### config.mk
export PLATFORM = sky130hd
export DESIGN_NAME = ffa_match
export DESIGN_NICKNAME = d
export VERILOG_FILES = /design/src/rtl/ffa_pkg.sv /design/src/rtl/ffa_match.sv
export SDC_FILE = /design/constraint.sdc
export NUM_CORES = 1
export LEC_CHECK = 0
export BUFFER_PORTS_ARGS = -buffer_cell sky130_fd_sc_hd__buf_2
export CORE_UTILIZATION = 40
export DETAILED_ROUTE_END_ITERATION = 8
export GPL_TIMING_DRIVEN = 0
export PLACE_DENSITY = 0.81
export REMOVE_ABC_BUFFERS = 1
export SYNTH_ARGS = -nofsm -noshare
export SYNTH_HDL_FRONTEND = slang
export SYNTH_SLANG_ARGS = --single-unit
### constraint.sdc
create_clock -name vclk -period 2.45
set_input_delay 0.3675 -clock vclk [all_inputs]
set_output_delay 0.3675 -clock vclk [all_outputs]
set_load 0.03 [all_outputs]
### src/rtl/ffa_pkg.sv
// ffa_pkg: shared types, sizes and helpers of the first-fit block allocator
// used by ffa_table, ffa_match and first_fit_block_allocator; no dependencies
package ffa_pkg;

    // arena geometry; the alignment is a power of two
    localparam int ARENA_BYTES  = 1 << 20;
    localparam int ALIGN_BYTES  = 16;
    localparam int HEADER_BYTES = 32;
    localparam int MAX_BLOCKS   = 256;

    localparam int OFF_W  = 20;
    localparam int REQ_W  = 21;
    localparam int CALC_W = 24;
    localparam int IDX_W  = $clog2(MAX_BLOCKS);
    localparam int CNT_W  = IDX_W + 1;

    localparam logic [CALC_W-1:0] HDR   = CALC_W'(HEADER_BYTES);
    localparam logic [CALC_W-1:0] ALIGN = CALC_W'(ALIGN_BYTES);
    localparam logic [CNT_W-1:0]  MAX_CNT = CNT_W'(MAX_BLOCKS);

    // request codes
    localparam logic [1:0] OP_ALLOC  = 2'd0;
    localparam logic [1:0] OP_FREE   = 2'd1;
    localparam logic [1:0] OP_RESIZE = 2'd2;

    // one entry of the block table
    typedef struct packed {
        logic [OFF_W-1:0] start;
        logic [OFF_W-1:0] size;
        logic             is_free;
    } entry_t;

    // compare results for the entry under inspection
    typedef struct packed {
        logic fit;
        logic hit;
    } match_t;

    typedef enum logic [4:0] {
        ST_INIT, ST_IDLE,
        ST_FIT_RD, ST_FIT_CHK, ST_UP_RD, ST_UP_WR, ST_INS, ST_TAKE,
        ST_USE_RD, ST_USE_CHK, ST_NB_RD, ST_NB_CHK, ST_GROW,
        ST_DN_RD, ST_DN_WR, ST_CO_RD, ST_CO_CHK, ST_CO_END, ST_DONE
    } state_t;

    // size rounded up to the alignment, zero counts as one
    function automatic logic [CALC_W-1:0] round_up(input logic [REQ_W-1:0] n);
        logic [CALC_W-1:0] t;
        t = (n == '0) ? CALC_W'(1) : CALC_W'(n);
        t = (t + ALIGN - CALC_W'(1)) & ~(ALIGN - CALC_W'(1));
        return t;
    endfunction

endpackage

### src/rtl/ffa_match.sv
// ffa_match: shared compare unit, tests one table entry for fit and for owner
// depends on ffa_pkg
module ffa_match (
    input  ffa_pkg::entry_t              ent,
    input  logic [ffa_pkg::CALC_W-1:0]   want,
    input  logic [ffa_pkg::OFF_W-1:0]    off,
    output ffa_pkg::match_t              res
);

    // free and large enough, or allocated with this payload offset
    always_comb begin
        res.fit = ent.is_free && (ffa_pkg::CALC_W'(ent.size) >= want);
        res.hit = !ent.is_free &&
                  ((ffa_pkg::CALC_W'(ent.start) + ffa_pkg::HDR) == ffa_pkg::CALC_W'(off));
    end

endmodule

# Yosys cells after proc, flatten, opt, wreduce, memory -nomap -nowiden
# Cells that the tools add are included.
# word_totals
ff_bits,0
inputBits,85
out_inout_bits,2
elab_cells,6
# classes
add_sub_neg,1
magnitude_cmp,1
n_eq_ne,1
reduce_logical,3
# ops
cell,count
greater-or-equal comparator 20 x 24 -> 1 bit,1
"adder 20 x 6 -> 21 bit, second input constant",1
== test 21 x 20 -> 1 bit,1
logical AND 1 bit,2
logical NOT 1 bit,1

# Depth between registers and ports, before layout
# Gate-level depths: netlist of the first run.
# logic_depth
depth_word,3
mapped_depth,8
depth_no_buf,8

# Worst setup path after synthesis of the first run
# No wires, ideal clock.
# synth_path
kind,input port to output port
startpoint,input ent[26] (netlist name)
endpoint,output res[0] (netlist name)
arrival_time_ns,1.883
required_time_ns,2.082
slack_ns,0.200
cell_stages,8
n_path_buf,1
cell_sequence,ha_1 > buf_4 > nand2_2 > xnor2_1 > a2111oi_2 > o22ai_1 > nor4_2 > and4_1
# synth_lines
element,line_no,source
start: declaration,ffa_match.sv:4,"input ffa_pkg::entry_t ent,"
end: declaration,ffa_match.sv:7,output ffa_pkg::match_t res

==> results of run 1 <==
area by class of cell:
class / instances / area (µm²) / share of cell area
inverter: 21 / 78.8 / 0.0482
multi-input combinational: 133 / 1070 / 0.653
tap: 30 / 37.5 / 0.0230
timing repair buffer: 89 / 450 / 0.276
final timing paths:
path / startpoint / endpoint
hold / removal: want[21] / res[1]
setup / recovery: ent[16] / res[1]
cells in the mapped netlist, types with 3 or more instances:
cell type / instances / area, µm²
nand4_1: 3 / 18.8
xnor2_1: 11 / 96.3
a2111oi_0: 3 / 26.3
nor4_1: 3 / 18.8
a21o_1: 3 / 22.5
a31oi_1: 4 / 25.0
nand2_1: 8 / 30.0
a21oi_1: 9 / 45.0
ha_1: 21 / 263
nor3_1: 4 / 20.0
xor2_1: 13 / 114
o21ai_0: 4 / 20.0
nand3_1: 8 / 40.0
mux2i_1: 6 / 60.1
nor2_1: 10 / 37.5
inv_1: 21 / 78.8
cells in the final DEF (no fill, tap or decap), drive strengths merged, types with 2 or more instances in the layout:
cell	netlist	routed
o22ai	2	2
a2111oi	4	4
nor3	4	4
nand2b	2	2
and4	2	2
xnor2	11	11
nand4b	2	2
nand2	9	9
inv	21	21
nand3	8	8
o21ai	4	4
nor2	10	10
xor2	13	13
a31oi	4	4
nand4	4	4
a21o	3	3
nor4	5	5
a21oi	9	9
buf	2	89
ha	21	21
mux2i	6	6
per-layer routing:
metal | up-vias | share of wire
met5 | - | 0
met4 | 0 | 0.0032
met3 | 2 | 0.063
met2 | 53 | 0.49
met1 | 618 | 0.44
li1 | 749 | -
cells by family (layout without fill, tap and decap cells):
family	after synthesis	after routing	synth area share
AND/OR/NAND/NOR	48	48	0.247
buffers and inverters	23	110	0.0805
AO/OA/AOI/OAI	34	34	0.203
multiplexers	6	6	0.0529
XOR/XNOR	24	24	0.185
adder cells (fa/ha/maj)	21	21	0.232
power by group through the flow:
stage / Sequential [mW] / Clock, mW / Combinational, mW
after global placement: 0 / 0 / 0.227
after floorplan: 0 / 0 / 0.125
after global routing: 0 / 0 / 0.276
after CTS: 0 / 0 / 0.238
after detailed placement: 0 / 0 / 0.233
final: 0 / 0 / 0.241
repair_timing:
action,in CTS,in global routing
pin swaps,0,1
resized for setup,3,3
buffers inserted,0,2
endpoints found under the setup margin,1,2
tightest hold or removal path, cell delays in order:
cell     delay (ns)
buf_2          0.07
or4_1          0.10
a21oi_1        0.03
buf_2          0.17
==> flow_summary.ini, run 1 <==
[global_route]
grt_util_met3 = 0.00937
number_of_antenna_violations_at_the_first_check_in_global_routing = 0
grt_max_degree = 10
grt_most_used_layer = met2
globalRouteMet2Util = 0.318
first_global_vias = 1189
globalRoute.totalOverflow = 0
groute.layer.met1.usage = 0.246
grt_use_total = 0.178
first_pass_grt_wire_length_um = 4770

[power_and_ir_drop]
p_leak_nw = 0.895
power-per-cell-area_mw_per_mm2 = 147
seqPwrFrac = 0
net-switching-power_uw = 114
total_power_uw = 241
intPower_uw = 127
netSwitchingFraction = 0.473
peakVddDrop_mv = 0.0843
share_comb_of_total_power = 1.000
power_frac_clock = 0

[logic_synthesis]
synth_cell_type_count = 37
synth_area_mm2 = 0.00113
synthesis.area_per_instance_um2 = 7.27
post_synthesis_sequential_area_ratio = 0
postSynthCellCount = 156
synth-warning-count = 0

[critical_path]
critPathRequiredTime_ns = 2.08
setup.worst_path.class = in2out
crit_path_top_delay_cell = a2111oi_2
path_common_cell = buf_2
crit_path_cell_trace = buf_2 > ha_1 > nand4_1 > nor3_1 > a2111oi_2 > o21ai_0 > o21ai_1 > a21oi_1 > buf_2
worst_path_dominant_cell_family = compound AO/OA/AOI/OAI gates
critPathMaxFanout = 3
stage_delay_of_the_slowest_cell_on_the_critical_path_ns = 0.36
timing.critical_path.buf_inv = 2
nature_of_the_critical_path_startpoint = primary input
worst-endpoint-arrival_ns = 1.99
worst-path-stages = 9
worstSetupEndpointType = output pin

[finish]
layout.nets = 351
design.seq.count = 0
fillers = 269
antenna-diode-count = 0
seq_area_um2 = 0
drive_above_1_share = 0.399
fin_util = 0.636
areaGrowthSynthToFinish_pct = 44.0
final_std_cells_w_o_fill = 273
nClkBuffers = 0
final_design_area_no_fill_mm2 = 0.00163

[sta]
layout_worst_path_cycle_share = 0.962
hold_ws_ns = 1.11
worst-slew-pin-transition_ns = 0.395
timing.max_slew.rel_slack = 0.730
tns_ns = 0
timing.final.hold_violations = 0
maxSlewViolCount = 0
setup_viol = 0
timing.fmax_mhz = 424
setup_ws_post_layout_ns = 0.0932
finalCriticalPeriod_ns = 2.36

[route]
avgViaCountPerCell = 5.21
number_of_design_rule_violations_left_by_the_first_detailed_router_iteration = 28
final_antenna_net_count = 0
detail_route.wl_per_cell_um = 10.4
drt_drc_violations_left = 0
first_pass_iters = 4
routed-via-count = 1422
postRouteWirelength_um = 2850

[die]
floorplan.die.width_um = 55.3
fp-row-count = 18
boundaryPins = 87
die-height_um = 55.3
core_region_area_mm2 = 0.00257
initial_core_util = 0.442
floorplan.die_area_mm2 = 0.00305

[flow_run]
cap_viol_max_count = 0

[placed_design]
postPlaceCellArea_mm2 = 0.00160
dpl.cell_count = 271
place.port_buffers = 87
dpl.hpwl_um = 2550
detailedPlace.worstSlack_ns = -0.216
finalWeightedCongestion = 0.804

[worst_hold_path]
worst_hold_path_type = in2out
min_path_cells = 4

[clock_network]
cts_hold_buf = 0

[run_status]
outcome = finished, final reports clean
(Power assumes the default switching activity.)
==> inputs of run 2 (changes only) <==
- ABC_AREA: not set -> 1
- PLACE_DENSITY: 0.81 -> 0.78
==> flow_summary.ini, run 2 <==
[run_status]
outcome = finished, final reports clean

[logic_synthesis]
post_synth_xor_area_fraction = 0.0751
post_synthesis_sequential_area_ratio = 0
synth_top_area_share = 0.222
largest_family_of_logic_cells_by_synthesized_area = simple AND/OR/NAND/NOR gates
synth-simple-area-share = 0.485
synth_compound_area_frac = 0.0624
synth_cell_type_count = 23
post-synth-top-area-cell = nand2_1
yosys.cell_count.top_type = nand2_1
postSynthCellCount = 244
netlist_top_cells_count = nand2_1, inv_1, nor2_1
synthesis.area_per_instance_um2 = 5.26
synth_fa_ha_area_frac = 0.205
muxShareOfSynthArea = 0
ys_top_cells_by_area = nand2_1, ha_1, inv_1
synth-warning-count = 0
synth_area_mm2 = 0.00128

[power_and_ir_drop]
total_power_uw = 237
peakVddDrop_mv = 0.0715
p_leak_nw = 1.22
power-per-cell-area_mw_per_mm2 = 134

[route]
drt_drc_violations_left = 0
avgViaCountPerCell = 4.31
final_antenna_net_count = 0
number_of_design_rule_violations_left_by_the_first_detailed_router_iteration = 47
first_pass_iters = 4
postRouteWirelength_um = 2900
detail_route.wl_per_cell_um = 7.73
routed-via-count = 1618

[global_route]
first_global_vias = 1356
number_of_antenna_violations_at_the_first_check_in_global_routing = 0
grt_use_total = 0.178
first_pass_grt_wire_length_um = 5070
globalRoute.totalOverflow = 0
grt_max_degree = 8

[die]
floorplan.die.width_um = 58.6
die-height_um = 58.6
core_region_area_mm2 = 0.00305
fp-row-count = 20
floorplan.die_area_mm2 = 0.00344
initial_core_util = 0.420
boundaryPins = 87

[finish]
design.seq.count = 0
fin_util = 0.581
layout.nets = 439
areaGrowthSynthToFinish_pct = 38.2
mostFrequentLayoutCell = buf_2
seq_area_um2 = 0
antenna-diode-count = 0
final_std_cells_w_o_fill = 375
nClkBuffers = 0
drive_above_1_share = 0.302
fillers = 333
final_cell_mix = buf_2, nand2_1, inv_1

[critical_path]
nature_of_the_critical_path_startpoint = primary input
setup.worst_path.class = in2out
worst-endpoint-arrival_ns = 1.71
critPathMaxFanout = 4
critPathRequiredTime_ns = 2.08
worstSetupEndpointType = output pin

[worst_hold_path]
worst_hold_path_type = in2out

[placed_design]
dpl.cell_count = 375
place.port_buffers = 87
finalWeightedCongestion = 0.800
dpl.hpwl_um = 2740

[sta]
worst-slew-pin-transition_ns = 0.305
setup_viol = 0
hold_ws_ns = 1.09
grt_setup_unrepaired = no
tns_ns = 0
maxSlewViolCount = 0
timing.final.hold_violations = 0
timing.max_slew.rel_slack = 0.795
timing.fmax_mhz = 481
layout_worst_path_cycle_share = 0.849
finalCriticalPeriod_ns = 2.08

[flow_run]
cap_viol_max_count = 0

[clock_network]
cts_hold_buf = 0
postcts_setup_bufs = 0
postCtsResizedCells = 0
[run 2: changes by cell type after synthesis, moves of 3 or more]
cell and change:
a2111oi_0 -3, a21o_1 -3, a31oi_1 -4, inv_1 +33, inv_2 +4, mux2i_1 -6, nand2_1 +68, nand3_1 +11
nor2_1 +14, nor4_1 -3, xnor2_1 -5, xor2_1 -8
[run 2: cells by family after synthesis]
family	after synthesis
simple gates	138
compound gates	15
buf+inv	59
xor+xnor	11
fa+ha+maj	21
[run 2: path summary, 6_finish.rpt]
check / cells past startpoint / end / startpoint
max: 12 / res[0] / ent[26]
min: 4 / res[1] / ent[0]
[run 2: metal layers]
| metal | wire, µm | share of wire | track usage |
|---|---|---|---|
| met1 | 1310 | 0.45 | 0.218 |
| met2 | 1390 | 0.48 | 0.346 |
| met3 | 185 | 0.064 | 0.0176 |
| met4 | 16 | 0.0055 | 0.0102 |
| met5 | 0 | 0 | 0 |
[run 2: layout make-up]
cell class / count / area, µm² / area share
inverters: 59 / 221 / 0.125
multi-input cells: 185 / 1060 / 0.598
well taps: 44 / 55.1 / 0.0311
repair buffers: 87 / 435 / 0.246
[run 2: stage by stage]
stage / cell area, µm² / setup WS [ns]
global placement: 1770 / 0.360
finish: 1770 / 0.370
floorplan: 1280 / 0.474
detailed placement: 1770 / 0.350
global route: 1770 / 0.100
CTS: 1770 / 0.344
[run 2: critical path, stage by stage]
cell and delay (ns):
buf_2 0.11, ha_1 0.21, nand2_1 0.10, inv_2 0.09
nand2_4 0.07, nor2_2 0.10, xor2_1 0.17, nand2_1 0.07
nor2_1 0.08, nand3_1 0.08, nor2_1 0.08, buf_2 0.19
[run 2: report_power, final]
part           total (mW)  internal (mW)  switching, mW
clock network           0              0              0
logic               0.237          0.117          0.120
registers               0              0              0
total               0.237          0.117          0.120
==> inputs of run 3 (changes only) <==
- ABC_AREA: 1 -> 0
- CORE_UTILIZATION: 40 -> 38
- PLACE_DENSITY: 0.78 -> 0.8
- clock period: 2.45 -> 1.9 ns (I/O delays scaled with it)
==> flow_summary.ini, run 3 (synthesis gave the netlist of run 1 again) <==
[finish]
final_design_area_no_fill_mm2 = 0.00198
seq_area_um2 = 0
final_cell_mix = buf_2, inv_1, buf_4
areaGrowthSynthToFinish_pct = 74.3
layout.nets = 357
antenna-diode-count = 0
nClkBuffers = 0
design.seq.count = 0
fillers = 226
drive_above_1_share = 0.506
mostFrequentLayoutCell = buf_2

[worst_hold_path]
hold_path.startpoint = want[23]
worst_hold_path_type = in2out

[sta]
finalCriticalPeriod_ns = 2.04
layout_worst_path_cycle_share = 1.08
setup_viol = 2
timing.fmax_mhz = 489
setup_ws_post_layout_ns = -0.145
grt_setup_unrepaired = yes
timing.max_slew.rel_slack = 0.779
hold_ws_ns = 0.935
maxSlewViolCount = 0
timing.final.hold_violations = 0
worst-slew-pin-transition_ns = 0.329

[power_and_ir_drop]
netSwitchingFraction = 0.469
net-switching-power_uw = 193
power_frac_clock = 0
share_comb_of_total_power = 1.000
power-per-cell-area_mw_per_mm2 = 208
p_leak_nw = 0.950
seqPwrFrac = 0
total_power_uw = 412
peakVddDrop_mv = 0.148
intPower_uw = 218

[route]
postRouteWirelength_um = 3610
first_pass_iters = 6
avgViaCountPerCell = 5.34
detail_route.wl_per_cell_um = 12.9
drt_drc_violations_left = 0
routed-via-count = 1495
final_antenna_net_count = 0
number_of_design_rule_violations_left_by_the_first_detailed_router_iteration = 15

[placed_design]
place.port_buffers = 87
dpl.hpwl_um = 2570
postPlaceCellArea_mm2 = 0.00160
finalWeightedCongestion = 0.853

[critical_path]
nature_of_the_critical_path_startpoint = primary input
critPathRequiredTime_ns = 1.62
worst-endpoint-arrival_ns = 1.76
critPathMaxFanout = 5
setup.worst_path.class = in2out
worstSetupEndpointType = output pin
setup.worst_path.start = ent[26]

[die]
floorplan.die.width_um = 56.7
initial_core_util = 0.408
die-height_um = 56.7
boundaryPins = 87
floorplan.die_area_mm2 = 0.00321
core_region_area_mm2 = 0.00278
fp-row-count = 19

[run_status]
failed_checks = setup timing
outcome = complete, but fails checks

[global_route]
globalRoute.totalOverflow = 0
grt_max_degree = 10
grt_use_total = 0.222
first_pass_grt_wire_length_um = 5860
first_global_vias = 1477
number_of_antenna_violations_at_the_first_check_in_global_routing = 0

[flow_run]
cap_viol_max_count = 0

[clock_network]
cts_hold_buf = 0
-- run 3: cell type report --
type / count / area (µm²) / share of cell area
inverter: 21 / 81.3 / 0.0411
multi-input combinational: 133 / 1300 / 0.656
tap: 31 / 38.8 / 0.0196
timing repair buffer: 95 / 561 / 0.283
-- run 3: worst paths after layout --
check	to	slack, ns	depth (start not counted)
max	res[0]	-0.14	8
min	res[1]	0.93	4
-- run 3: worst max-delay path: stages --
cell and delay (ns):
buf_12 0.11, ha_4 0.23, xor2_2 0.14, nor4_2 0.22
nand3_1 0.13, nor4_2 0.28, and4_1 0.23, buf_6 0.13
-- run 3: per-layer routing --
layer / track usage / share of wire / wire (µm)
met1: 0.233 / 0.37 / 1350
met2: 0.477 / 0.57 / 2060
met3: 0.00691 / 0.040 / 143
met4: 0.0314 / 0.015 / 55
met5: 0 / 0 / 0
-- run 3: power by group through the flow --
| stage | registers (mW) | clock network [mW] | logic (mW) |
|---|---|---|---|
| 2_1_floorplan | 0 | 0 | 0.162 |
| 3_3_place_gp | 0 | 0 | 0.294 |
| 3_5_place_dp | 0 | 0 | 0.300 |
| 4_1_cts | 0 | 0 | 0.372 |
| 5_1_grt | 0 | 0 | 0.457 |
| 6_report | 0 | 0 | 0.412 |
-- run 3: through the flow --
step / TNS, ns / setup slack (ns) / util / instances
after global routing: -0.435 / -0.246 / 0.711 / 280
after CTS: -0.247 / -0.185 / 0.676 / 276
after floorplan: -0.347 / -0.196 / - / 154
final: -0.252 / -0.145 / 0.711 / 280
after global placement: -0.791 / -0.571 / 0.574 / 272
after detailed placement: -0.884 / -0.624 / 0.574 / 272
-- run 3: what timing repair did --
action	4_1_cts	5_1_grt
gates cloned	0	0
pin swaps	20	10
setup buffers	4	4
resized for setup	43	17
endpoints found under the setup margin	2	2
